$ cat src/rtl/core/plte_pkg.sv
// shared types and constants for the piecewise-linear table evaluator
package plte_pkg;

    localparam int MAX_SEGMENTS_DEF = 16;
    localparam int QUEUE_DEPTH_DEF  = 2;

    localparam int DATA_W      = 32;
    localparam int IDX_W       = 4;
    localparam int SIU_W       = 5;
    localparam int FRAC_W      = 16;
    localparam int CFG_INDEX_W = 1;

    // command codes of an input item
    localparam logic CMD_EVALUATE = 1'b0;
    localparam logic CMD_WRITE    = 1'b1;

    typedef enum logic [CFG_INDEX_W-1:0] {
        REG_MIN_X           = 1'b0,
        REG_SEGMENTS_IN_USE = 1'b1
    } cfg_reg_t;

    typedef enum logic [1:0] {
        STATUS_OK      = 2'd0,
        STATUS_BELOW   = 2'd1,
        STATUS_ABOVE   = 2'd2,
        STATUS_WRITTEN = 2'd3
    } status_t;

    // class of a queued item, decided by the front end
    typedef enum logic [1:0] {
        KIND_EVAL  = 2'd0,
        KIND_BELOW = 2'd1,
        KIND_WRITE = 2'd2
    } kind_t;

    typedef enum logic [2:0] {
        S_IDLE,
        S_CHECK,
        S_MUL,
        S_ADD,
        S_SAT,
        S_HOLD
    } back_state_t;

    typedef struct packed {
        logic                     command;
        logic signed [DATA_W-1:0] x_value;
        logic [IDX_W-1:0]         segment_index;
        logic signed [DATA_W-1:0] segment_upper_x;
        logic signed [DATA_W-1:0] segment_slope;
        logic signed [DATA_W-1:0] segment_intercept;
    } cmd_t;

    typedef struct packed {
        logic signed [DATA_W-1:0] result_value;
        status_t                  status;
    } res_t;

    typedef struct packed {
        logic signed [DATA_W-1:0] upper_x;
        logic signed [DATA_W-1:0] slope;
        logic signed [DATA_W-1:0] intercept;
    } seg_t;

    typedef struct packed {
        kind_t kind;
        cmd_t  cmd;
    } q_entry_t;

    // queue flags seen by both ends
    typedef struct packed {
        logic full;
        logic empty;
    } q_flags_t;

endpackage

$ cat src/rtl/core/plte_cmd_if.sv
// input item channel: valid, ready and command payload
interface plte_cmd_if
    import plte_pkg::*;
();
    logic valid;
    logic ready;
    cmd_t payload;

    modport source (output valid, output payload, input ready);
    modport sink   (input valid, input payload, output ready);
endinterface

$ cat src/rtl/core/plte_front.sv
// front end: takes input transfers and classifies them into the queue
module plte_front
    import plte_pkg::*;
(
    plte_cmd_if.sink                 cmd,
    input  logic signed [DATA_W-1:0] min_x,
    input  q_flags_t                 flags,
    output logic                     push,
    output q_entry_t                 push_entry
);
    // accept whenever the queue has room
    assign cmd.ready = !flags.full;
    assign push      = cmd.valid && !flags.full;

    // classify: segment write, below-range evaluate, or table search
    always_comb
    begin
        push_entry.cmd = cmd.payload;
        if (cmd.payload.command == CMD_WRITE)
        begin
            push_entry.kind = KIND_WRITE;
        end
        else if (cmd.payload.x_value < min_x)
        begin
            push_entry.kind = KIND_BELOW;
        end
        else
        begin
            push_entry.kind = KIND_EVAL;
        end
    end
endmodule

$ cat src/flat_wrapper.sv
// flat-port wrapper written by rule: the top's interface ports become plain ports
module plte_front_flat import plte_pkg::*;
  (min_x, flags, push, push_entry, cmd_valid, cmd_payload, cmd_ready);
  plte_cmd_if cmd_i ();
  input  logic signed [DATA_W-1:0] min_x;
  input  q_flags_t flags;
  output logic push;
  output q_entry_t push_entry;
  input wire logic [$bits(cmd_i.valid)-1:0] cmd_valid;
  input wire logic [$bits(cmd_i.payload)-1:0] cmd_payload;
  output wire logic [$bits(cmd_i.ready)-1:0] cmd_ready;
  assign cmd_i.valid = cmd_valid;
  assign cmd_i.payload = cmd_payload;
  assign cmd_ready = cmd_i.ready;
  plte_front u_core (.cmd(cmd_i), .min_x(min_x), .flags(flags), .push(push), .push_entry(push_entry));
endmodule
$ cat config.mk
export PLATFORM = sky130hd
export DESIGN_NAME = plte_front_flat
export DESIGN_NICKNAME = d
export VERILOG_FILES = /design/src/rtl/core/plte_pkg.sv /design/src/rtl/core/plte_cmd_if.sv /design/src/rtl/core/plte_front.sv /design/src/flat_wrapper.sv
export SDC_FILE = /design/constraint.sdc
export NUM_CORES = 1
export LEC_CHECK = 0
export ABC_AREA = 1
export BUFFER_PORTS_ARGS = -buffer_cell sky130_fd_sc_hd__buf_2
export CAP_MARGIN = 20
export CORE_AREA = 5 5 116 118
export DETAILED_ROUTE_END_ITERATION = 10
export DIE_AREA = 0 0 121 123
export PLACE_DENSITY = 0.54
export SKIP_LAST_GASP = 1
export SLEW_MARGIN = 15
export SYNTH_ARGS = -nofsm -noshare
export SYNTH_HDL_FRONTEND = slang
export SYNTH_SLANG_ARGS = --single-unit
export TNS_END_PERCENT = 50
$ cat constraint.sdc
create_clock -name vclk -period 2.2
set_input_delay 0.55 -clock vclk [all_inputs]
set_output_delay 0.55 -clock vclk [all_outputs]
set_load 0.05 [all_outputs]
# Yosys cells after proc, flatten, opt, wreduce, memory -nomap -nowiden
# Cells that the tools add are included.
word_totals:
  reg_bits: 0
  inputBits: 168
  output_inout_bits: 137
  word_cells: 5
op_classes:
  magnitude_cmp: 1
  n_mux: 2
  reduce_logical: 2
ops:
  columns: ["op", "count"]
  rows:
  - ["32-bit less-than comparator", 1]
  - ["2-bit two-way mux", 1]
  - ["1-bit logical AND", 1]
  - ["1-bit logical NOT", 1]
  - ["1-bit two-way mux", 1]

# Depth between registers and ports, before layout
logic_depth:
  depth_word: 3
  depth_mapped: 14

# Worst setup path before layout
# OpenSTA, ideal clock, no wires.
synth_path:
  kind: "in2out"
  from: "input min_x[31]"
  to: "output push_entry[133] (netlist name)"
  arrival_time_ps: 2120
  path_slack_ps: -470
  stages: 10
  path_cell_list: "inv_1 ha_1 nand2_2 nor2_4 nand4_2 nor4_2 nand2_1 nand3_1 nand2_1 nor2_1"
synth_lines:
  columns: ["element", "line", "source"]
  rows:
  - ["start, declared", "flat_wrapper.sv:5", "input logic signed [DATA_W-1:0] min_x;"]
  - ["end, declared", "flat_wrapper.sv:8", "output q_entry_t push_entry;"]

==> impl_metrics.csv <==
group,metric,value,unit
floorplan,initial_core_util,15.09,%
global_route,grtUsageTotal,5.154,%
detailed_routing,ant_nets,0,
finish,n_sequential_cell,0,
setup_path,crit_required,1.65,ns
finish,final_common_cell,"buf_2",
place,io_buffers,104,
timing,fin_ws,-0.2619,ns
finish,layout.area.seq,0,um2
finish,multi_input_area,999.7,um2
global_route,grt_max_degree,4,
logic_synthesis,netlist_instances,272,
finish,antenna_cells,0,
timing,setup_tns,-0.2619,ns
power,power_density,246.1,mW/mm2
setup_path,cp-end-kind,"output port",
finish,drive_above_1_share,65.10,%
logic_synthesis,synth_area,0.001866,mm2
floorplan,core-area,0.01236,mm2
floorplan,die_y,123,um
power,p_leak,1.145,nW
timing,slew_headroom,83.10,%
setup_path,cp_slowest_cell,"nor4_4",
status,status,"finished with violations",
timing,hold_viol_final,0,
timing,final_max_slew_viol_count,0,
floorplan,io_pins,305,
timing,max_freq,406.2,MHz
power,total_power,0.0005253,W
timing,setup_viol,1,
detailed_routing,wl,4454,um
floorplan,die-area,0.01488,mm2
finish,nets,456,
status,violations,"setup timing",
setup_path,setup.worst_path.start,"min_x[17]",
setup_path,cp_top_family,"simple AND/OR/NAND/NOR gates",
min_path,holdCritPathClass,"in -> out",
finish,area_growth,14.42,%
detailed_routing,viasPerCell,3.269,
floorplan,core.rowCount,41,
setup_path,cpPeakStageDelay,0.29,ns
timing,tightest_slew,0.2516,ns
setup_path,path_buf_inv,4,
logic_synthesis,ys_warn_count,0,
timing,layout_min_cycle_time,2.462,ns
global_route,grt_pass1_wl,6306,um
detailed_routing,vias,1396,
logic_synthesis,synth.distinct_cells,16,
detailed_routing,initialDrtViolationCount,12,
timing,period_share,111.9,%
detailed_routing,dr.pass1.iters,3,
logic_synthesis,ys_seq_area_share,0,%
flow_run,maxCapViolCount,0,
finish,num-clock-buffers,0,
place,gp_congestion,0.6657,
finish,fill_cells,1414,
setup_path,path_class,"in -> out",
global_route,overflow,0,
global_route,grt_antenna_before_repair,0,
logic_synthesis,avgSynthCellArea,6.859,um2
timing,rsz0062_at_grt,"true",
setup_path,arrival,1.91,ns
power,peakVddDrop,0.00006898,V
min_path,min_from,"cmd_payload[20]",
detailed_routing,wl_per_cell,10.43,um
setup_path,path_common_cell,"buf_6",
floorplan,die_w,121,um
detailed_routing,drc_errors,0,
setup_path,worstSetupStartpointType,"input port",
logic_synthesis,synth_fp_nets,471,
setup_path,critPathMaxFanout,2,
global_route,grt_pass1_vias,1415,
place,dp_hpwl,3853,um
finish,final_cell_mix,"buf_2, inv_1, nand2_1",
setup_path,cp_cell_sequence,"buf_6, inv_4, ha_4, buf_6, nand4_1, nor4_4, nand2_4, nand3_2, nand2_2, nor2_4, buf_8",
-- cell families (layout without fill, tap and decap cells) --
logic type,count (synthesis),in the layout,share of synthesized area [%]
fa+ha+maj,31,31,20.79
compound gates,22,22,6.171
buf+inv,177,160,62.57
simple gates,42,42,10.46
-- area by class of cell --
| cell class | count | area share, % |
|---|---|---|
| Inverter | 43 | 7.796 |
| Tap cell | 172 | 10.08 |
| Timing Repair Buffer | 117 | 35.29 |
| Multi-Input combinational cell | 95 | 46.83 |
-- power breakdown --
part / internal, W / leakage, nW / switching (W)
Sequential: 0 / 0 / 0
Clock: 0 / 0 / 0
Combinational: 0.000221 / 1.15 / 0.000304
-- layer usage --
| layer | vias to the layer above | GRT usage (%) | wire length (um) |
|---|---|---|---|
| li1 | 674 | - | - |
| met1 | 584 | 4.923 | 1339 |
| met2 | 80 | 8.823 | 2129 |
| met3 | 58 | 1.235 | 526 |
| met4 | 0 | 5.382 | 459 |
| met5 | - | 0 | 0 |
-- synthesized netlist by cell type, drive strengths merged --
cell    number  share of area (%)
buf        134                 54
o21ai        4                1.1
o21a         1               0.40
nor2         8                2.0
inv         43                8.7
nor3         2               0.54
o211ai       1               0.40
nor4         1               0.67
nand4        2                1.0
ha          31                 21
a21oi       16                4.3
nand3        2               0.54
nand2       27                5.7
-- path summary, 6_finish.rpt --
kind / slack [ns] / end / cells past startpoint
worst max-delay path: -0.26 / push_entry[133] / 11
worst min-delay path: 1.10 / push_entry[20] / 0
-- metrics by stage --
stage          util [%]  instance area, um2  std cells  setup slack (ns)  hold slack, ns
6_report          17.27                2135        427           -0.2619           1.100
5_1_grt           17.27                2135        427           -0.3898           1.100
3_3_place_gp      13.73                1698        425           -0.5971           1.100
2_1_floorplan         -                1886        272           -0.1160           1.267
4_1_cts           16.32                2018        427           -0.3015           1.100
3_5_place_dp      13.73                1698        425           -0.5790           1.100
-- timing repair --
item,4_1_cts,5_1_grt
resized for setup,60,26
pin swaps,21,13
hold buffers,0,0
cloned,0,0
setup endpoints to repair,1,1
buffers inserted,2,0
Power figures use the tool's default switching activity.
