==> src/rtl/core/plte_pkg.sv <==
// shared types and constants for the piecewise-linear table evaluator
package plte_pkg;

    localparam int MAX_SEGMENTS_DEF = 16;
    localparam int QUEUE_DEPTH_DEF  = 2;

    localparam int DATA_W      = 32;
    localparam int IDX_W       = 4;
    localparam int SIU_W       = 5;
    localparam int FRAC_W      = 16;
    localparam int CFG_INDEX_W = 1;

    // command codes of an input item
    localparam logic CMD_EVALUATE = 1'b0;
    localparam logic CMD_WRITE    = 1'b1;

    typedef enum logic [CFG_INDEX_W-1:0] {
        REG_MIN_X           = 1'b0,
        REG_SEGMENTS_IN_USE = 1'b1
    } cfg_reg_t;

    typedef enum logic [1:0] {
        STATUS_OK      = 2'd0,
        STATUS_BELOW   = 2'd1,
        STATUS_ABOVE   = 2'd2,
        STATUS_WRITTEN = 2'd3
    } status_t;

    // class of a queued item, decided by the front end
    typedef enum logic [1:0] {
        KIND_EVAL  = 2'd0,
        KIND_BELOW = 2'd1,
        KIND_WRITE = 2'd2
    } kind_t;

    typedef enum logic [2:0] {
        S_IDLE,
        S_CHECK,
        S_MUL,
        S_ADD,
        S_SAT,
        S_HOLD
    } back_state_t;

    typedef struct packed {
        logic                     command;
        logic signed [DATA_W-1:0] x_value;
        logic [IDX_W-1:0]         segment_index;
        logic signed [DATA_W-1:0] segment_upper_x;
        logic signed [DATA_W-1:0] segment_slope;
        logic signed [DATA_W-1:0] segment_intercept;
    } cmd_t;

    typedef struct packed {
        logic signed [DATA_W-1:0] result_value;
        status_t                  status;
    } res_t;

    typedef struct packed {
        logic signed [DATA_W-1:0] upper_x;
        logic signed [DATA_W-1:0] slope;
        logic signed [DATA_W-1:0] intercept;
    } seg_t;

    typedef struct packed {
        kind_t kind;
        cmd_t  cmd;
    } q_entry_t;

    // queue flags seen by both ends
    typedef struct packed {
        logic full;
        logic empty;
    } q_flags_t;

endpackage

==> src/rtl/core/plte_res_if.sv <==
// result item channel: valid, ready and result payload
interface plte_res_if
    import plte_pkg::*;
();
    logic valid;
    logic ready;
    res_t payload;

    modport source (output valid, output payload, input ready);
    modport sink   (input valid, input payload, output ready);
endinterface

==> src/rtl/core/plte_ram.sv <==
// generic simple dual-port ram with registered read
module plte_ram #(
    parameter int WIDTH = 96,
    parameter int DEPTH = 16
) (
    input  logic                                  clk,
    input  logic                                  we,
    input  logic [(DEPTH > 1 ? $clog2(DEPTH) : 1)-1:0] waddr,
    input  logic [WIDTH-1:0]                      wdata,
    input  logic                                  re,
    input  logic [(DEPTH > 1 ? $clog2(DEPTH) : 1)-1:0] raddr,
    output logic [WIDTH-1:0]                      rdata
);
    logic [WIDTH-1:0] mem [DEPTH];
    logic [WIDTH-1:0] rdata_reg;

    // write port
    always_ff @(posedge clk)
    begin
        if (we)
        begin
            mem[waddr] <= wdata;
        end
    end

    // registered read port
    always_ff @(posedge clk)
    begin
        if (re)
        begin
            rdata_reg <= mem[raddr];
        end
    end

    assign rdata = rdata_reg;
endmodule

==> src/rtl/core/plte_back.sv <==
// back end: segment table, search sequencer, multiply-add and output register
module plte_back
    import plte_pkg::*;
#(
    parameter int MAX_SEGMENTS = MAX_SEGMENTS_DEF
) (
    input  logic             clk,
    input  logic             rst_n,
    input  logic [SIU_W-1:0] segments_in_use,
    input  q_flags_t         flags,
    input  q_entry_t         head,
    output logic             pop,
    plte_res_if.source       res
);
    localparam int AW = (MAX_SEGMENTS > 1) ? $clog2(MAX_SEGMENTS) : 1;
    localparam int CW = $clog2(MAX_SEGMENTS + 1);
    localparam int WIDE_W = 9;
    localparam logic signed [2*DATA_W-1:0] SAT_MAX  = 64'sh0000_0000_7FFF_FFFF;
    localparam logic signed [2*DATA_W-1:0] SAT_MIN  = 64'shFFFF_FFFF_8000_0000;
    localparam logic signed [2*DATA_W-1:0] ROUND_HALF = 64'sd1 <<< (FRAC_W - 1);

    back_state_t              state_reg, state_next;
    logic [CW-1:0]            cnt_reg, cnt_next;
    logic [CW-1:0]            cnt_inc;
    logic [CW-1:0]            lim;
    logic [WIDE_W-1:0]        siu_wide;
    logic [WIDE_W-1:0]        idx_wide;
    logic signed [DATA_W-1:0] x_reg, x_next;
    logic signed [DATA_W-1:0] slope_reg, slope_next;
    logic signed [DATA_W-1:0] icpt_reg, icpt_next;
    logic signed [2*DATA_W-1:0] prod_reg;
    logic signed [2*DATA_W-1:0] sum_reg;
    logic signed [2*DATA_W-1:0] icpt_scaled;
    logic signed [2*DATA_W-1:0] shifted;
    logic signed [DATA_W-1:0] sat_value;
    seg_t                     seg_rd;
    seg_t                     seg_wr;
    logic                     ram_we, ram_re;
    logic [AW-1:0]            ram_raddr, ram_waddr;
    logic [$bits(seg_t)-1:0]  ram_rdata;
    logic                     fin_valid;
    res_t                     fin_data;
    res_t                     hold_reg;
    logic                     out_free, out_load;
    res_t                     out_load_data;
    logic                     out_valid_reg;
    res_t                     out_data_reg;

    // search limit, clamped to the table depth
    assign siu_wide = {{(WIDE_W - SIU_W){1'b0}}, segments_in_use};
    assign lim = (siu_wide > WIDE_W'(MAX_SEGMENTS)) ? CW'(MAX_SEGMENTS) : siu_wide[CW-1:0];
    assign cnt_inc = cnt_reg + 1'b1;

    // segment write address and drop of out-of-table indexes
    assign idx_wide  = {{(WIDE_W - IDX_W){1'b0}}, head.cmd.segment_index};
    assign ram_waddr = idx_wide[AW-1:0];
    assign seg_wr.upper_x   = head.cmd.segment_upper_x;
    assign seg_wr.slope     = head.cmd.segment_slope;
    assign seg_wr.intercept = head.cmd.segment_intercept;
    assign seg_rd = seg_t'(ram_rdata);

    plte_ram #(
        .WIDTH ($bits(seg_t)),
        .DEPTH (MAX_SEGMENTS)
    ) u_table (
        .clk   (clk),
        .we    (ram_we),
        .waddr (ram_waddr),
        .wdata (seg_wr),
        .re    (ram_re),
        .raddr (ram_raddr),
        .rdata (ram_rdata)
    );

    // rounding and saturation of the q32.32 sum
    assign icpt_scaled = {{(DATA_W - FRAC_W){icpt_reg[DATA_W-1]}}, icpt_reg, {FRAC_W{1'b0}}};
    assign shifted     = sum_reg >>> FRAC_W;
    always_comb
    begin
        if (shifted > SAT_MAX)
        begin
            sat_value = SAT_MAX[DATA_W-1:0];
        end
        else if (shifted < SAT_MIN)
        begin
            sat_value = SAT_MIN[DATA_W-1:0];
        end
        else
        begin
            sat_value = shifted[DATA_W-1:0];
        end
    end

    assign out_free = !out_valid_reg || res.ready;

    // sequencer state register
    always_ff @(posedge clk or negedge rst_n)
    begin
        if (!rst_n)
        begin
            state_reg <= S_IDLE;
            cnt_reg   <= '0;
        end
        else
        begin
            state_reg <= state_next;
            cnt_reg   <= cnt_next;
        end
    end

    // datapath registers
    always_ff @(posedge clk)
    begin
        x_reg     <= x_next;
        slope_reg <= slope_next;
        icpt_reg  <= icpt_next;
        if (state_reg == S_MUL)
        begin
            prod_reg <= x_reg * slope_reg;
        end
        if (state_reg == S_ADD)
        begin
            sum_reg <= prod_reg + icpt_scaled + ROUND_HALF;
        end
        if (fin_valid)
        begin
            hold_reg <= fin_data;
        end
    end

    // next state, table access and finished results
    always_comb
    begin
        state_next   = state_reg;
        cnt_next     = cnt_reg;
        x_next       = x_reg;
        slope_next   = slope_reg;
        icpt_next    = icpt_reg;
        pop          = 1'b0;
        ram_we       = 1'b0;
        ram_re       = 1'b0;
        ram_raddr    = '0;
        fin_valid    = 1'b0;
        fin_data.result_value = '0;
        fin_data.status       = STATUS_OK;
        unique case (state_reg)
            S_IDLE:
            begin
                if (!flags.empty)
                begin
                    pop    = 1'b1;
                    x_next = head.cmd.x_value;
                    unique case (head.kind)
                        KIND_WRITE:
                        begin
                            ram_we          = (idx_wide < WIDE_W'(MAX_SEGMENTS));
                            fin_valid       = 1'b1;
                            fin_data.status = STATUS_WRITTEN;
                        end
                        KIND_BELOW:
                        begin
                            fin_valid       = 1'b1;
                            fin_data.status = STATUS_BELOW;
                        end
                        default:
                        begin
                            if (lim == '0)
                            begin
                                fin_valid       = 1'b1;
                                fin_data.status = STATUS_ABOVE;
                            end
                            else
                            begin
                                ram_re     = 1'b1;
                                cnt_next   = '0;
                                state_next = S_CHECK;
                            end
                        end
                    endcase
                end
            end
            S_CHECK:
            begin
                // entry cnt_reg is on the read port; prefetch the next one
                if (x_reg <= seg_rd.upper_x)
                begin
                    slope_next = seg_rd.slope;
                    icpt_next  = seg_rd.intercept;
                    state_next = S_MUL;
                end
                else if (cnt_inc < lim)
                begin
                    ram_re    = 1'b1;
                    ram_raddr = cnt_inc[AW-1:0];
                    cnt_next  = cnt_inc;
                end
                else
                begin
                    fin_valid       = 1'b1;
                    fin_data.status = STATUS_ABOVE;
                end
            end
            S_MUL:
            begin
                state_next = S_ADD;
            end
            S_ADD:
            begin
                state_next = S_SAT;
            end
            S_SAT:
            begin
                fin_valid             = 1'b1;
                fin_data.result_value = sat_value;
                fin_data.status       = STATUS_OK;
            end
            S_HOLD:
            begin
                if (out_free)
                begin
                    state_next = S_IDLE;
                end
            end
            default:
            begin
                state_next = S_IDLE;
            end
        endcase
        if (fin_valid)
        begin
            state_next = out_free ? S_IDLE : S_HOLD;
        end
    end

    // output register loads from a fresh result or from the hold slot
    assign out_load      = out_free && (fin_valid || (state_reg == S_HOLD));
    assign out_load_data = (state_reg == S_HOLD) ? hold_reg : fin_data;

    always_ff @(posedge clk or negedge rst_n)
    begin
        if (!rst_n)
        begin
            out_valid_reg <= 1'b0;
        end
        else if (out_load)
        begin
            out_valid_reg <= 1'b1;
        end
        else if (res.ready)
        begin
            out_valid_reg <= 1'b0;
        end
    end

    always_ff @(posedge clk)
    begin
        if (out_load)
        begin
            out_data_reg <= out_load_data;
        end
    end

    assign res.valid   = out_valid_reg;
    assign res.payload = out_data_reg;

`ifndef ASSERT_OFF
    a_scan_in_range: assert property (@(posedge clk) disable iff (!rst_n)
        (state_reg == S_CHECK) |-> (cnt_reg < lim))
        else $error("segment scan past search limit");
    a_hold_means_busy: assert property (@(posedge clk) disable iff (!rst_n)
        (state_reg == S_HOLD) |-> out_valid_reg)
        else $error("result held while output register was free");
    a_pop_only_idle: assert property (@(posedge clk) disable iff (!rst_n)
        pop |-> ((state_reg == S_IDLE) && !flags.empty))
        else $error("queue popped outside idle or while empty");
`endif
endmodule

==> src/flat_wrapper.sv <==
// flat-port wrapper written by rule: the top's interface ports become plain ports
module plte_back_flat import plte_pkg::*;
#(
    parameter int MAX_SEGMENTS = MAX_SEGMENTS_DEF
)
  (clk, rst_n, segments_in_use, flags, head, pop, res_valid, res_payload, res_ready);
  plte_res_if res_i ();
  input  logic clk;
  input  logic rst_n;
  input  logic [SIU_W-1:0] segments_in_use;
  input  q_flags_t flags;
  input  q_entry_t head;
  output logic pop;
  output wire logic [$bits(res_i.valid)-1:0] res_valid;
  output wire logic [$bits(res_i.payload)-1:0] res_payload;
  input wire logic [$bits(res_i.ready)-1:0] res_ready;
  assign res_valid = res_i.valid;
  assign res_payload = res_i.payload;
  assign res_i.ready = res_ready;
  plte_back #(.MAX_SEGMENTS(MAX_SEGMENTS)) u_core (.clk(clk), .rst_n(rst_n), .segments_in_use(segments_in_use), .flags(flags), .head(head), .pop(pop), .res(res_i));
endmodule
==> config.mk <==
export PLATFORM = sky130hd
export DESIGN_NAME = plte_back_flat
export DESIGN_NICKNAME = d
export VERILOG_FILES = /design/src/rtl/core/plte_pkg.sv /design/src/rtl/core/plte_res_if.sv /design/src/rtl/core/plte_ram.sv /design/src/rtl/core/plte_back.sv /design/src/flat_wrapper.sv
export SDC_FILE = /design/constraint.sdc
export NUM_CORES = 2
export LEC_CHECK = 0
export BUFFER_PORTS_ARGS = -buffer_cell sky130_fd_sc_hd__buf_4
export CAP_MARGIN = 20
export CORE_MARGIN = 3
export CORE_UTILIZATION = 60
export DETAILED_ROUTE_END_ITERATION = 8
export PLACE_DENSITY = 0.87
export SETUP_SLACK_MARGIN = 0.3
export SLEW_MARGIN = 40
export SYNTH_ARGS = -nofsm -noshare
export SYNTH_HDL_FRONTEND = slang
export SYNTH_SLANG_ARGS = --single-unit
==> constraint.sdc <==
create_clock -name clk -period 13.4 [get_ports clk]
set_input_delay 1.34 -clock clk [delete_from_list [all_inputs] [get_ports clk]]
set_output_delay 1.34 -clock clk [all_outputs]
set_load 0.03 [all_outputs]
---- Yosys cells after proc, flatten, opt, wreduce, memory -nomap -nowiden ----
Memories as Yosys holds them, arrays and structs flattened. A register that Yosys moved wholly into a read port is not among the register bits.
Index checks and enable logic that the tools add are counted.
storage, ports and cells
  bits in registers ....................... 301
  bits in writable memories ............... 1536
  bits of input ports ..................... 145
  output and inout bits ................... 36
  word-level logic and storage cells ...... 104
  memories ................................ 1
memories
  name                depth  width  rd ports  clocked after Yosys merged registers in  write ports  line            RTL
  u_core.u_table.mem  16     96     1         1                                        1            plte_ram.sv:14  logic [WIDTH-1:0] mem [DEPTH];
operators by class
  add/sub/neg operators ................... 3
  multipliers ............................. 1
  magnitude comparators ................... 6
  equal/unequal tests ..................... 18
  muxes and demuxes ....................... 49
  bitwise operators ....................... 1
  reductions and logical operators ........ 13
operators by type and width
  cell                                                                               count
  32-bit two-way mux                                                                 3
  64-bit by 17-bit adder with 64-bit output, second input constant                   1
  64-bit by 48-bit adder with 64-bit output                                          1
  32-bit by 32-bit multiplier with 64-bit output                                     1
  48-bit by 32-bit greater-than comparator with 1-bit output, second input constant  1
  48-bit by 32-bit < comparator with 1-bit output, second input constant             1
  34-bit two-way mux                                                                 1
  32-bit <= comparator                                                               1
  5-bit two-way mux                                                                  6
  3-bit two-way mux                                                                  7
  1-bit two-way mux                                                                  19
  3-bit one-hot mux with 6 select lines                                              1
  4-bit two-way mux                                                                  3
  6-bit AND reduction                                                                2
  5-bit one-hot mux with 2 select lines                                              1
  3-bit by 2-bit inequality test with 1-bit output, second input constant            3
  2-bit two-way mux                                                                  4
  2-bit inequality test, second input constant                                       4
  2-bit one-hot mux with 2 select lines                                              2
  3-bit by 2-bit == test with 1-bit output, second input constant                    2
  3-bit == test, second input constant                                               2
  3-bit by 1-bit inequality test with 1-bit output, second input constant            2
  5-bit by 1-bit adder with 5-bit output, second input constant                      1
  5-bit greater-than comparator, second input constant                               1
  17 further kinds                                                                   21

---- Depth between registers and ports, before layout ----
  word-level depth ........................ 10
  depth in mapped cells ................... 30
  depth with buffers taken out ............ 29

---- Modules after synthesis ----
From an unflattened synthesis, not the netlist that was laid out.
second synthesis, totals
  cell total of the unflattened synthesis .. 7218
  area total of the unflattened synthesis .. 108700.5 µm²
modules (own cells, without submodules)
  module     instances  cells an instance  area an instance (µm²)  seq. area each (µm²)
  plte_ram   1          2460               60316.6                 49007.0
  plte_back  1          4758               48383.9                 8062.7

---- Least setup slack after synthesis ----
OpenSTA, ideal clock, no wires.
  path type ............................... input port to flip-flop
  start point ............................. in flags[0] (netlist name)
  end point ............................... mem u_core.u_table.mem[0][0], enable pin
  setup time .............................. 0.670 ns
  data arrival time ....................... 9.426 ns
  data required time ...................... 12.730 ns
  setup slack ............................. 3.305 ns
  stages .................................. 6
  buffers on the path ..................... 0
  cells stage by stage .................... nor2_1 -> nand2_1 -> inv_1 -> nand2_1 -> or3_1 -> nor3_1
between the ends
  longest elaborated chain between the ends .. 4
RTL lines
  element                                  line                RTL
  start, declared                          flat_wrapper.sv:11  input q_flags_t flags;
  1-bit two-way mux                        plte_back.sv:149    if (!flags.empty)
  1-bit two-way mux                        plte_back.sv:146    unique case (state_reg)
  1-bit two-way mux                        plte_ram.sv:20      if (we)
  1-bit two-way mux (not written as such)  plte_ram.sv:22      mem[waddr] <= wdata;
  end, declared                            plte_ram.sv:14
Every way passes these cells.

---- Worst setup path in the final report ----
  start point ............................. reg u_core.x_reg[11]
  end point ............................... reg u_core.prod_reg[54], data pin
between the ends
  longest elaborated chain between the ends .. 1
RTL lines
  element                                         line              RTL
  start, declared                                 plte_back.sv:28   logic signed [DATA_W-1:0] x_reg, x_next;
  start signal, assigned                          plte_back.sv:114  x_reg <= x_next;
  32-bit by 32-bit multiplier with 64-bit output  plte_back.sv:119  prod_reg <= x_reg * slope_reg;
  end signal, assigned                            plte_back.sv:119
  end, declared                                   plte_back.sv:31   logic signed [2*DATA_W-1:0] prod_reg;
Every way passes these cells.
A chain may end at the register's enable or synchronous reset.

==> metrics <==
crit path launch type=flop; Starting Density=0.6073; die area=0.1867 mm²; Worst Path Max Fanout=28; Synth Register Bits=1902; mean post-synth cell area=14.36 µm²; share of cells above drive strength 1=0.1289; die height=432.1 µm; Area Growth Syn to Fin=9.391%; Boundary Pins=181; core area=0.1794 mm²; aggregate global-route resource usage=0.3183; hold slack final=0.3366 ns; dpl cells=9860; setup TNS=0 ns; root buf cell=clkbuf_16; Max clock buf depth=3; vias in the first global route=71.61k; endpoints failing setup=0; Peak Freq=0.1085 GHz; nets=9180; Tightest Pin Transition=0.9328 ns; Mapped Area=0.1089 mm²; num rows=155; slew margin rel.=0.3781; Final period util=0.6881; Worst Clk Skew=0.08087 ns; Pre-antenna DRT Iters=6; post-route insts no fill=10.22k; clk sinks=1902; Placer Congestion=0.9430; post-CTS resize count=0; antenna violations before repair=31; fin crit period=9.221 ns; status=finished clean; largest net degree at the start of global routing=118; reg2reg start=u_core.x_reg[11]; Worst-path clk slew=0.07 ns; Starting DRT DRC Count=8849; IO Port Bufs=178; clock insertion delay at the later pin of the skew report=0.84 ns; routed wire length=293100 µm; ys flop type=edfxtp_1; synth warn=0; final slew viol count=0; max reg flops=1536; Synth Instances=7587; post-CTS setup buffers=0; H-Tree Depth=4; Seq/Total Area, Yosys=0.5239; RSZ-0062 raised after global routing=no; Max Cap Viol=0; Detail Route Antenna Nets=0; Critical Path End Type=flop; Num CTS Buffers=175; Vias=67.21k; die width=432.1 µm; min setup slack post-route=4.179 ns; Setup crit start=u_core.x_reg[11]; crit path kind=flop to flop; TritonCTS clock tree=built; total congestion overflow=0; global-route wire length before repair=441900 µm; Critical Path RT=13.98 ns; Avg WL per Cell=28.69 µm; pre-CTS WS=4.335 ns; HP Class=primary input to asynchronous set/reset pin; endpoints failing hold=0; Syn Nets=9079; DRC violations left=0; Hold Buf Count CTS=0; number of synthesized flops with an enable pin=1893; hpwl dp=176800 µm; DR vias/cell=6.580; post-synth cell types=69; asr flop ratio synth=0.004732; CP Data Arrival Time=9.80 ns
[Yosys cell counts (17+ instances only)]
cell / number / area (µm²)
a211oi_1: 153 / 1149
o21bai_1: 17 / 127.6
ha_1: 265 / 3316
mux4_2: 192 / 4324
nand2b_1: 22 / 137.6
o21ai_0: 52 / 260.3
fa_1: 1082 / 21660
buf_2: 28 / 140.1
o22ai_1: 148 / 925.9
edfxtp_1: 1893 / 56840
o221ai_1: 193 / 1690
inv_1: 1054 / 3956
mux2_2: 195 / 2196
nor2_1: 156 / 585.6
a21oi_1: 111 / 555.5
xor2_1: 27 / 236.5
a21o_1: 99 / 743.2
nand3_1: 23 / 115.1
nand2_1: 555 / 2083
nand4_1: 29 / 181.4
xnor2_1: 72 / 630.6
o21a_1: 27 / 202.7
and2_1: 658 / 4116
clkbuf_1: 357 / 1340
nor3_1: 33 / 165.2
[cell families after synthesis]
kind of cell	count (synthesis)	share of synthesized area
xor gates and xnor gates	99	0.007959
AOI/OAI and AO/OA	871	0.05760
muxes	387	0.05985
and+or+nand+nor	1526	0.07095
DFF	1902	0.5239
buffers and inverters	1455	0.05052
adders and majority gates	1347	0.2293
[cell usage in the layout (no fill, tap or decap), types with 29 or more instances in the layout]
cell type / instances
inv_1: 1051
edfxtp_1: 1893
clkbuf_16: 175
fa_1: 1081
a21oi_1: 110
a211oi_1: 152
buf_4: 270
and2_1: 657
buf_6: 37
ha_1: 265
o22ai_1: 146
a21o_1: 99
mux4_2: 192
clkinv_1: 36
xnor2_1: 72
nand4_1: 29
nor2_1: 140
o221ai_1: 193
nand2_1: 552
o21ai_0: 52
nor3_1: 29
clkbuf_1: 38
mux2_2: 195
[critical path, stage by stage, from the launching register on]
cell and delay (ns):
edfxtp_1 0.75, buf_4 0.57, and2_1 0.23, fa_1 0.45, fa_1 0.50, fa_1 0.53, inv_1 0.05, fa_1 0.47
inv_1 0.05, fa_1 0.50, inv_1 0.07, fa_1 0.54, inv_1 0.06, fa_1 0.51, fa_1 0.43, ha_1 0.37
and3_1 0.25, a311oi_1 0.45, a211oi_1 0.19, nor3_1 0.64, o31ai_2 0.20, a211oi_1 0.58, o311ai_1 0.24, a21oi_1 0.22
xnor2_1 0.09
[worst paths after layout]
path / cells after the start / slack, ns / to
min in group clk: 0 / 0.42 / u_core.icpt_reg[4]
max: 24 / 4.18 / u_core.prod_reg[54]
min: 1 / 0.34 / u_core.cnt_reg[1]
min reg2reg: 0 / 0.42 / u_core.icpt_reg[4]
max reg2reg: 24 / 4.18 / u_core.prod_reg[54]
max in group asynchronous: 1 / 12.89 / u_core.cnt_reg[0]
[layout make-up]
cell class                 count  area (µm²)
clock inverter               109        1152
inverter                    1054        3959
antenna                       26       65.06
timing repair buffer         325        2826
clock buffer                 214        4536
fill                       11069       60220
sequential                  1902       57070
tap                         2355        2947
multi-input combinational   4230       46610
[metal layers]
layer | GRT usage | routed length, µm
met1 | 0.3976 | 96770
met2 | 0.5062 | 140600
met3 | 0.08520 | 37660
met4 | 0.1842 | 17950
met5 | 0 | 103
[per-stage QoR]
stage	util	instance area (µm²)
6_report	0.6643	119200
2_1_floorplan	-	108900
3_5_place_dp	0.6314	113300
4_1_cts	0.6631	119000
3_3_place_gp	0.6293	112900
5_1_grt	0.6642	119200
Power is left out: the tool's default activity adds up to more than one toggle a clock period on the data nets, which glitch-free logic cannot reach.
