**src/rtl/core/plte_pkg.sv**
```systemverilog
// shared types and constants for the piecewise-linear table evaluator
package plte_pkg;

    localparam int MAX_SEGMENTS_DEF = 16;
    localparam int QUEUE_DEPTH_DEF  = 2;

    localparam int DATA_W      = 32;
    localparam int IDX_W       = 4;
    localparam int SIU_W       = 5;
    localparam int FRAC_W      = 16;
    localparam int CFG_INDEX_W = 1;

    // command codes of an input item
    localparam logic CMD_EVALUATE = 1'b0;
    localparam logic CMD_WRITE    = 1'b1;

    typedef enum logic [CFG_INDEX_W-1:0] {
        REG_MIN_X           = 1'b0,
        REG_SEGMENTS_IN_USE = 1'b1
    } cfg_reg_t;

    typedef enum logic [1:0] {
        STATUS_OK      = 2'd0,
        STATUS_BELOW   = 2'd1,
        STATUS_ABOVE   = 2'd2,
        STATUS_WRITTEN = 2'd3
    } status_t;

    // class of a queued item, decided by the front end
    typedef enum logic [1:0] {
        KIND_EVAL  = 2'd0,
        KIND_BELOW = 2'd1,
        KIND_WRITE = 2'd2
    } kind_t;

    typedef enum logic [2:0] {
        S_IDLE,
        S_CHECK,
        S_MUL,
        S_ADD,
        S_SAT,
        S_HOLD
    } back_state_t;

    typedef struct packed {
        logic                     command;
        logic signed [DATA_W-1:0] x_value;
        logic [IDX_W-1:0]         segment_index;
        logic signed [DATA_W-1:0] segment_upper_x;
        logic signed [DATA_W-1:0] segment_slope;
        logic signed [DATA_W-1:0] segment_intercept;
    } cmd_t;

    typedef struct packed {
        logic signed [DATA_W-1:0] result_value;
        status_t                  status;
    } res_t;

    typedef struct packed {
        logic signed [DATA_W-1:0] upper_x;
        logic signed [DATA_W-1:0] slope;
        logic signed [DATA_W-1:0] intercept;
    } seg_t;

    typedef struct packed {
        kind_t kind;
        cmd_t  cmd;
    } q_entry_t;

    // queue flags seen by both ends
    typedef struct packed {
        logic full;
        logic empty;
    } q_flags_t;

endpackage

```
**src/rtl/core/plte_queue.sv**
```systemverilog
// short fifo between the front end and the back end
module plte_queue
    import plte_pkg::*;
#(
    parameter int DEPTH = QUEUE_DEPTH_DEF
) (
    input  logic     clk,
    input  logic     rst_n,
    input  logic     push,
    input  q_entry_t push_entry,
    input  logic     pop,
    output q_entry_t head,
    output q_flags_t flags
);
    localparam int PW = (DEPTH > 1) ? $clog2(DEPTH) : 1;
    localparam int CW = $clog2(DEPTH + 1);

    q_entry_t        mem [DEPTH];
    logic [PW-1:0]   wr_ptr_reg;
    logic [PW-1:0]   rd_ptr_reg;
    logic [CW-1:0]   count_reg;

    // storage, no reset needed
    always_ff @(posedge clk)
    begin
        if (push)
        begin
            mem[wr_ptr_reg] <= push_entry;
        end
    end

    // pointers and fill count
    always_ff @(posedge clk or negedge rst_n)
    begin
        if (!rst_n)
        begin
            wr_ptr_reg <= '0;
            rd_ptr_reg <= '0;
            count_reg  <= '0;
        end
        else
        begin
            if (push)
            begin
                wr_ptr_reg <= (wr_ptr_reg == PW'(DEPTH - 1)) ? '0 : wr_ptr_reg + 1'b1;
            end
            if (pop)
            begin
                rd_ptr_reg <= (rd_ptr_reg == PW'(DEPTH - 1)) ? '0 : rd_ptr_reg + 1'b1;
            end
            if (push && !pop)
            begin
                count_reg <= count_reg + 1'b1;
            end
            else if (pop && !push)
            begin
                count_reg <= count_reg - 1'b1;
            end
        end
    end

    assign head        = mem[rd_ptr_reg];
    assign flags.full  = (count_reg == CW'(DEPTH));
    assign flags.empty = (count_reg == '0);

`ifndef ASSERT_OFF
    a_no_overflow: assert property (@(posedge clk) disable iff (!rst_n)
        push |-> !flags.full)
        else $error("queue push while full");
    a_no_underflow: assert property (@(posedge clk) disable iff (!rst_n)
        pop |-> !flags.empty)
        else $error("queue pop while empty");
    a_count_step: assert property (@(posedge clk) disable iff (!rst_n)
        (push && !pop) |=> (count_reg == $past(count_reg) + 1'b1))
        else $error("queue count did not advance on push");
`endif
endmodule

```
**config.mk**
```make
export PLATFORM = sky130hd
export DESIGN_NAME = plte_queue
export DESIGN_NICKNAME = d
export VERILOG_FILES = /design/src/rtl/core/plte_pkg.sv /design/src/rtl/core/plte_queue.sv
export SDC_FILE = /design/constraint.sdc
export NUM_CORES = 1
export LEC_CHECK = 0
export BUFFER_PORTS_ARGS = -buffer_cell sky130_fd_sc_hd__buf_2
export CAP_MARGIN = 20
export CORE_MARGIN = 10
export CORE_UTILIZATION = 47
export DETAILED_ROUTE_END_ITERATION = 6
export PLACE_DENSITY = 0.76
export SYNTH_ARGS = -nofsm -noshare
export SYNTH_HDL_FRONTEND = slang
export SYNTH_SLANG_ARGS = --single-unit
```
**constraint.sdc**
```tcl
create_clock -name clk -period 6.6 [get_ports clk]
set_clock_uncertainty 0.2 [all_clocks]
set_input_delay 0.66 -clock clk [delete_from_list [all_inputs] [get_ports clk]]
set_output_delay 0.66 -clock clk [all_outputs]
set_load 0.005 [all_outputs]
```
=== Yosys cells after proc, flatten, opt, wreduce, memory -nomap -nowiden ===
Memory sizes are Yosys's and may differ from the RTL's.
Cells that the tools add are included.

* ROM bits: 0
* RAM bits: 270
* Flip-flop bits (word level): 4
* Bits in latches: 0
* Output and inout bits: 137
* Memories kept: 1

* Muxes and demuxes: 6
* Add/subtract/negate cells: 4
* Divide/modulo/power cells: 0
* $lt $le $gt $ge: 0
* Multipliers: 0
* Eq/ne operators: 1
* Bitwise gates (word level): 0
* Reduce and logical (&&, ||, !) cells: 6
* Shifts and indexed selects: 0

{| class="wikitable"
|+ Memory list
! memory !! words !! bits a word !! rd ports !! clocked after Yosys merged registers in !! write ports !! RTL line !! source
|-
| mem || 2 || 135 || 1 || 0 || 1 || plte_queue.sv:18 || <nowiki>q_entry_t mem [DEPTH];</nowiki>
|}

{| class="wikitable"
|+ Operator list
! operator !! number
|-
| 2-to-1 mux 1 bit || 4
|-
| 2-to-1 mux 2 bit || 2
|-
| adder 1 bit, second input constant || 2
|-
| adder 2 x 1 -> 2 bit, second input constant || 1
|-
| equality test 2 bit, second input constant || 1
|-
| logical AND 1 bit || 2
|-
| logical NOT 1 bit || 2
|-
| logical NOT 2 bit || 1
|-
| nonzero test 2 bit || 1
|-
| subtractor 2 x 1 -> 2 bit, second input constant || 1
|}

=== Longest topological paths before layout ===
Gate-level depths: netlist (run 1).

* Depth after elaboration: 4
* Gate-level depth with buffers: 5

=== Least setup slack after synthesis (run 1) ===
Ideal clock, no wire load.

* Path type: input port to flip-flop
* From: input push
* To: memory mem[0][0] (netlist name) (enable)
* Arrival time: 6,507 ps
* Stages on the path: 1
* Library setup time: 647 ps
* Path slack: -754 ps
* Cells stage by stage: nor2b_1

* Word-level cells in the longest chain between the ends: 2

{| class="wikitable"
|+ RTL lines
! element !! RTL line !! source
|-
| start, declared || plte_queue.sv:9 || <nowiki>input logic push,</nowiki>
|-
| 2-to-1 mux 1 bit || plte_queue.sv:26 || <nowiki>if (push)</nowiki>
|-
| 2-to-1 mux 1 bit (not written as such) || plte_queue.sv:28 || <nowiki>mem[wr_ptr_reg] <= push_entry;</nowiki>
|-
| end, declared || plte_queue.sv:18 ||
|}

Every way passes these cells.

==> results.cfg, run 1 <==
[logic_synthesis]
synth_common_cells = 270 x edfxtp_1, 95 x mux2_2, 40 x mux2_4
ys.flop_type = edfxtp_1
yosysSeqAreaShare_pct = 81.5
synth_area_per_cell_um2 = 23.1
yosysTopAreaCell = edfxtp_1
synth.most_common_cell = edfxtp_1
synth_area_leaders = edfxtp_1 80%, mux2_2 11%, mux2_4 6.0%, dfrtp_1 0.99%, buf_6 0.67%
syn-cell-area_um2 = 10100
yosys_warnings = 0
synth_edf_count = 270
synth_nets = 576
synth_seq_cells = 274
syn_inst = 436
yosysTopAreaCellShare_pct = 80.5
async_reset_ff_share_pct = 1.46
ys_types = 13

[drt]
final_antenna_net_count = 0
drt_wl_total_mm = 21.3
routedWlPerCell_um = 20.8
drc = 0
via_per_inst = 4.93
dr.first_iter.drc_count = 235
first_pass_iters = 4
vias = 5049

[cells_and_area]
final_util_pct = 59.5
fillCellCount = 1554
drive_above_1_share_pct = 60.6
register_area_um2 = 8210
largest_reg_flops = 270
fin_nets = 871
final_cells = 1025
synthToLayoutAreaGrowth_pct = 24.5
multi_input_area_um2 = 1760

[die]
fp.dieW_um = 166
die_area_um2 = 27700
initial_core_util_pct = 47.8
rows = 53
chipHeight_um = 166
coreArea_um2 = 21100
ios = 276

[clock_network]
clock_sinks = 274
ctsResizeCount = 0
insertion_delay_ns = 0.53
cts.clk_slew.worst_paths_ns = 0.06
htree_levels = 1
cts_root_buffer = clkbuf_16
cts_buffer_depth = 3
cts_tree = built
cts_buffers = 27

[pwr]
p_leak_uw = 0.00483
power.density_nw_per_um2 = 416
peakVddDrop_uv = 360

[global_routing]
gr-total-overflow = 0
antenna_found_initial = 2
grt_usage_pct = 14.5
grt_max_degree = 71
grt_pass1_wl_mm = 32.3
grt_pass1_vias = 5669

[timing]
layout_worst_path_cycle_share_pct = 58.6
setup_viol = 0
hold_viol = 0
worst-slew-pin-transition_ns = 0.962
slew-limit-headroom_pct = 35.9
fin_setup_tns_ns = 0
final.hold.worst_slack_ns = 0.116
max_freq_mhz = 259
grt_setup_unrepaired = false
report.final.slew_viol_count = 0
min_period_ns = 3.87

[worst_setup_path]
path_class = register to output port
cp.required_ns = 5.74
arrival_ns = 3.01
startpoint_type = register
critPathCaptureType = output port
worstPathMaxFanout = 63

[flow_run]
maxCapViolCount = 0

[placed_design]
gp_congestion = 0.784
dp_hpwl_mm = 15.1
dp.cells = 976
port_buffers = 275

[status]
status = finished clean

[worst_hold_path]
hold_path.class = primary input to register
-- stage by stage --
stage          setup slack (ns)  power, µW  instance area, µm²
2_1_floorplan              1.78       3350               10100
3_3_place_gp               3.32       3870               11700
3_5_place_dp               3.27       3920               11700
6_report                   2.73       5220               12500
4_1_cts                    2.69       5310               12500
5_1_grt                    2.56       5480               12500
-- worst max-delay path: stages (launching register included) --
cell	delay, ns
dfrtp_4	1.04
buf_4	0.74
mux2_2	0.44
buf_2	0.14
-- cells by family after synthesis --
kind of cell / count (synthesis) / share of synthesized area [%]
fa+ha+maj: 1 / 0.124
xor+xnor: 5 / 0.435
flops: 274 / 81.5
simple gates: 5 / 0.261
buf+inv: 16 / 1.15
mux: 135 / 16.6
-- metal layers --
| layer | global-route usage [%] | part of all wire [%] |
|---|---|---|
| met2 | 25.1 | 50 |
| met4 | 4.20 | 2.6 |
| met5 | 0 | 0 |
| met1 | 16.3 | 38 |
| met3 | 5.77 | 9.3 |
-- timing repair --
action,CTS,global route
setup endpoints to repair,0,0
hold buffers,1,0
hold endpoints to repair,4,0
buffers inserted,0,0
-- path summary, 6_finish.rpt --
check | start | endpoint | slack [ns] | depth (start not counted)
setup / recovery | rd_ptr_reg | head[47] | 2.73 | 3
hold reg to reg | count_reg[1] | count_reg[1] | 0.30 | 1
min in group asynchronous | rst_n | count_reg[0] | 0.28 | 2
max in group asynchronous | rst_n | rd_ptr_reg | 5.78 | 2
setup reg to reg | wr_ptr_reg | mem[1][7] | 3.88 | 2
hold / removal | push_entry[43] | mem[1][43] | 0.12 | 1
-- layout make-up --
cell class | instances | share of cell area [%]
sequential | 274 | 65.5
multi-input combinational | 146 | 14.1
clock inverter | 11 | 0.678
antenna | 2 | 0.0399
timing repair buffer | 281 | 11.4
tap | 275 | 2.74
clock buffer | 35 | 5.63
inverter | 1 | 0.0299
-- cells in the final DEF (no fill, tap or decap), types with 2 or more instances in the layout --
master	count
buf_2	275
edfxtp_1	270
mux2_2	95
mux2_4	40
clkbuf_16	27
clkbuf_1	8
buf_4	5
xor2_1	4
clkinv_2	4
clkinv_1	3
dfrtp_1	3
diode_2	2
nor2_1	2
clkinvlp_4	2
-- power by group --
part	internal, µW	switching (µW)
combinational	723	636
clock	788	595
sequential	2310	165
total	3830	1400
Note: power is estimated with default switching activity, not from simulation.
==> run 2: changes to the inputs <==
--- a/config.mk
+++ b/config.mk
@@ -5,6 +5,7 @@
 export SDC_FILE = /design/constraint.sdc
 export NUM_CORES = 1
 export LEC_CHECK = 0
+export ABC_AREA = 1
 export BUFFER_PORTS_ARGS = -buffer_cell sky130_fd_sc_hd__buf_2
 export CAP_MARGIN = 20
 export CORE_MARGIN = 10
==> constraint.sdc (replaced) <==
create_clock -name clk -period 3.55 [get_ports clk]
set_clock_uncertainty 0.2 [all_clocks]
set_input_delay 0.355 -clock clk [delete_from_list [all_inputs] [get_ports clk]]
set_output_delay 0.355 -clock clk [all_outputs]
set_load 0.005 [all_outputs]
==> run 2 against run 1 <==
Die area increased by 0.17%. Sequential power increased by 84%. Critical path depth unchanged. Final area increased by 12%. Global-route usage increased by 2.0 points. Flip-flop and latch count unchanged. Register-to-register slack got worse by 2.2 ns. Synthesized area increased by 0.20%. Combinational power increased by 110%. Total power increased by 94%. First-iteration DRC count increased by 54%. Utilization increased by 7.4 points. Critical path type unchanged. Largest cell class unchanged. Highest routed layer unchanged.
==> results.cfg, run 2 <==
[status]
status = finished clean

[logic_synthesis]
synth_common_cells = 270 x edfxtp_1, 95 x mux2_2, 40 x mux2_4
synth_edf_count = 270
yosysSeqAreaShare_pct = 81.3
synth_area_per_cell_um2 = 22.7
syn_inst = 445
yosys_warnings = 0
yosysTopAreaCellShare_pct = 80.3
synth.most_common_cell = edfxtp_1
synth_seq_cells = 274
yosysTopAreaCell = edfxtp_1
synth_nets = 585
ys.flop_type = edfxtp_1
synth_area_leaders = edfxtp_1 80%, mux2_2 11%, mux2_4 5.9%, dfrtp_1 0.99%, buf_6 0.67%
syn-cell-area_um2 = 10100
ys_types = 14
async_reset_ff_share_pct = 1.46

[placed_design]
dp.cells = 985
gp_congestion = 0.776
pre_cts_slack_ns = 1.22
dp_hpwl_mm = 14.7
port_buffers = 275

[clock_network]
htree_levels = 1
cts_root_buffer = clkbuf_16
cts.clk_slew.worst_paths_ns = 0.06
insertion_delay_ns = 0.53
cts_buffers = 28
ctsResizeCount = 0
clock_sinks = 274
cts_buffer_depth = 3
cts_tree = built

[global_routing]
gr-total-overflow = 0
gr-usage-met2_pct = 29.6
grt_usage_pct = 16.5
grt_pass1_wl_mm = 36.9
grt_most_used_layer = met2
grt_max_degree = 136
grtUsageMet1_pct = 17.7
grt_pass1_vias = 6575
antenna_found_initial = 2
gr-usage-met3_pct = 6.00

[worst_setup_path]
worstPathMaxFanout = 60
slowest_stage = dfrtp_4
critPathCaptureType = output port
arrival_ns = 2.35
startpoint_type = register
critical-path-max-stage-delay_ns = 0.80
path_class = register to output port
timing.critical_path.cells = buf_12, mux2_2, buf_2
cp.required_ns = 2.99

[cells_and_area]
fin_nets = 1019
largest_reg_flops = 270
final_cell_mix = 275 x buf_2, 270 x edfxtp_1, 139 x dlygate4sd3_1
fillCellCount = 1357
synthToLayoutAreaGrowth_pct = 39.6
final_util_pct = 66.8
drive_above_1_share_pct = 50.6
final_cells = 1177
final_common_cell = buf_2

[pwr]
power.density_nw_per_um2 = 720
p_leak_uw = 0.00549
peakVddDrop_uv = 587

[timing]
setup_ws_ns = 0.642
worst-slew-pin-transition_ns = 0.837
report.final.slew_viol_count = 0
hold_viol = 0
layout_worst_path_cycle_share_pct = 81.9
min_period_ns = 2.91
final.hold.worst_slack_ns = 0.345
max_freq_mhz = 344
setup_viol = 0
slew-limit-headroom_pct = 44.2
grt_setup_unrepaired = false
fin_setup_tns_ns = 0

[die]
chipHeight_um = 167
coreArea_um2 = 21100
fp.dieW_um = 167
rows = 53
initial_core_util_pct = 47.9
die_area_um2 = 27700
ios = 276

[drt]
drt_wl_total_mm = 24.0
routedWlPerCell_um = 20.4
first_pass_iters = 5
drc = 0
via_per_inst = 4.89
dr.first_iter.drc_count = 361
final_antenna_net_count = 0
vias = 5755

[flow_run]
maxCapViolCount = 0

[worst_hold_path]
hold_path.class = primary input to register
==> run 2: routing by layer <==
layer  part of all wire, %  routed length, µm  vias to the layer above
li1                      -                  -                     2635
met1                    35               8420                     2805
met2                    53              12600                      269
met3                   9.4               2260                       46
met4                   2.8                684                        0
met5                     0                  0                        -
==> run 2: per-stage QoR <==
stage / cell area, µm² / power (µW)
2_1_floorplan: 10100 / 6190
3_3_place_gp: 11800 / 7240
3_5_place_dp: 11800 / 7310
4_1_cts: 14100 / 10200
5_1_grt: 14100 / 10600
6_report: 14100 / 10200
==> run 2: what timing repair did <==
action                                 CTS  global route
setup buffers                            0             0
endpoints found under the hold margin  277             0
setup endpoints to repair                0             0
hold buffers                           139             0
==> run 2: final timing paths <==
path                                       from            to  slack [ns]  depth (start not counted)
worst max-delay path                 rd_ptr_reg       head[7]        0.64                          3
worst min-delay path            push_entry[133]   mem[0][133]        0.35                          2
worst max register to register       wr_ptr_reg   mem[0][118]        1.67                          2
worst min register to register       wr_ptr_reg    wr_ptr_reg        0.35                          1
max in group asynchronous                 rst_n    rd_ptr_reg        2.39                          3
min in group asynchronous                 rst_n  count_reg[0]        0.56                          3
==> run 2: logic make-up (layout without fill, tap and decap cells) <==
family / after synthesis / count (layout) / synth area share [%]
buffers and inverters: 22 / 477 / 1.38
and+or+nand+nor: 10 / 10 / 0.409
adders and majority gates: 1 / 1 / 0.124
DFF: 274 / 274 / 81.3
xor gates and xnor gates: 3 / 3 / 0.260
muxes: 135 / 135 / 16.5
other: 0 / 2 / 0
==> run 2: area by class of cell <==
cell class	instances	area, µm²	share of cell area, %
antenna	2	5.00	0.0355
clock buffer	35	727	5.16
clock inverter	16	161	1.15
inverter	7	30.0	0.213
multi-input combinational	149	1760	12.5
sequential	274	8210	58.3
tap	275	344	2.44
timing repair buffer	419	2860	20.3
==> run 2: worst max-delay path: cells and delay by family, from the launching register on <==
| kind | cells | cell delay, ns |
|---|---|---|
| flops | 1 | 0.80 |
| buf+inv | 2 | 0.48 |
| mux | 1 | 0.41 |
==> run 2: report_power, final <==
group	total, µW	internal [µW]	switching [µW]
clock network	2800	1660	1130
registers	4560	4300	257
logic	2800	1480	1320
total	10200	7440	2710
==> run 3: changes to the inputs <==
--- a/config.mk
+++ b/config.mk
@@ -5,7 +5,7 @@
 export SDC_FILE = /design/constraint.sdc
 export NUM_CORES = 1
 export LEC_CHECK = 0
-export ABC_AREA = 1
+export ABC_AREA = 0
 export BUFFER_PORTS_ARGS = -buffer_cell sky130_fd_sc_hd__buf_2
 export CAP_MARGIN = 20
 export CORE_MARGIN = 10
==> constraint.sdc (replaced) <==
create_clock -name clk -period 2.4 [get_ports clk]
set_clock_uncertainty 0.2 [all_clocks]
set_input_delay 0.24 -clock clk [delete_from_list [all_inputs] [get_ports clk]]
set_output_delay 0.24 -clock clk [all_outputs]
set_load 0.005 [all_outputs]
==> run 3 against run 2 <==
Non-clock buffer count grew 5. First-iteration DRC count shrank 1.4%. Routed wire length grew 2.1%. Utilization is essentially flat. Clock power grew 42%. Flip-flop and latch count is the same.
==> results.cfg, run 3 (synthesized netlist as in run 1, its figures left out) <==
[drt]
drt_wl_total_mm = 24.5
wl_met3_mm = 2.10
met2WireLength_mm = 12.6
first_pass_iters = 4
dr.first_iter.drc_count = 356
route.layer.met1.wl_mm = 9.12
routedWlPerCell_um = 20.9
top_layer = met4
drc = 0
final_antenna_net_count = 0
via_per_inst = 4.97
vias = 5817

[timing]
setup_ws_ns = 0.0243
setup_viol = 0
report.final.slew_viol_count = 0
fin_setup_tns_ns = 0
max_freq_mhz = 421
hold_viol = 0
layout_worst_path_cycle_share_pct = 99.0
final.hold.worst_slack_ns = 0.243
slew-limit-headroom_pct = 70.2
grt_setup_unrepaired = true
worst-slew-pin-transition_ns = 0.448
min_period_ns = 2.38

[die]
ios = 276
fp.dieW_um = 166
die_area_um2 = 27700
rows = 53
chipHeight_um = 166
coreArea_um2 = 21100
initial_core_util_pct = 47.8

[cells_and_area]
multi_input_area_um2 = 1760
synthToLayoutAreaGrowth_pct = 39.9
register_area_um2 = 8210
largest_reg_flops = 270
fin_nets = 1014
diodes = 0
final_cell_mix = 275 x buf_2, 270 x edfxtp_1, 139 x dlygate4sd3_1
final_common_cell = buf_2
drive_above_1_share_pct = 51.5
fillCellCount = 1309

[clock_network]
htree_levels = 1
cts_tree = built
cts_root_buffer = clkbuf_16
cts_buffer_depth = 3
clock_sinks = 274
insertion_delay_ns = 0.51
cts_setup_buffers = 0
cts.clk_slew.worst_paths_ns = 0.06
cts_buffers = 27

[placed_design]
gp_congestion = 0.765
pre_cts_slack_ns = 0.588
dp_hpwl_mm = 15.5
port_buffers = 275

[global_routing]
antenna_found_initial = 0
grt_pass1_vias = 6637
grt_pass1_wl_mm = 37.6
grt_max_degree = 76
gr-total-overflow = 0
grt_usage_pct = 16.9

[worst_hold_path]
hold_path.class = primary input to register

[worst_setup_path]
cp.required_ns = 1.96
arrival_ns = 1.94
path_class = register to output port
worstPathMaxFanout = 61
startpoint_type = register
critPathCaptureType = output port

[status]
status = finished clean

[pwr]
p_leak_uw = 0.00548
power.density_nw_per_um2 = 1060
peakVddDrop_uv = 786
design_power_total_uw = 15000

[flow_run]
maxCapViolCount = 0
## run 3: layout make-up
cell class              count  share of cell area [%]
clock inverters            20                    1.07
multi-input cells         146                    12.5
clock buffers              30                    4.87
well taps                 275                    2.44
inverters                   1                  0.0266
flip-flops and latches    274                    58.3
repair buffers            424                    20.8
## run 3: timing repair
item | CTS | global route
hold buffers | 139 | 0
gates resized for setup | 0 | 2
setup endpoints to repair | 0 | 29
endpoints found under the hold margin | 277 | 0
## run 3: per-layer routing
| layer | GRT usage, % | up-vias |
|---|---|---|
| li1 | - | 2612 |
| met1 | 19.1 | 2845 |
| met2 | 30.1 | 313 |
| met3 | 5.34 | 47 |
| met4 | 5.04 | 0 |
| met5 | 0 | - |
## run 3: final timing paths
path,start,to,slack [ns],cells after the start
min in group asynchronous,rst_n,rd_ptr_reg,0.45,3
worst min-delay path,push_entry[14],mem[1][14],0.24,2
worst min register to register,count_reg[1],count_reg[1],0.33,1
worst max register to register,wr_ptr_reg,mem[1][45],0.69,2
worst max-delay path,rd_ptr_reg,head[118],0.02,3
max in group asynchronous,rst_n,rd_ptr_reg,1.35,3
## run 3: worst max-delay path: stages (launching register included)
cell	delay, ns
dfrtp_4	0.46
buf_16	0.33
mux2_2	0.41
buf_2	0.14
## run 3: through the flow
stage | utilization [%] | cells | area [µm²]
after floorplan | - | 436 | 10100
after global placement | 56.2 | 981 | 11800
after CTS | 66.8 | 1170 | 14100
after detailed placement | 56.2 | 981 | 11800
final | 66.8 | 1170 | 14100
after global routing | 66.8 | 1170 | 14100
## run 3: power by group
part	total [µW]	internal, µW	switching (µW)
clock network	3970	2270	1690
logic	4410	2270	2130
registers	6610	6350	260
total	15000	10900	4080
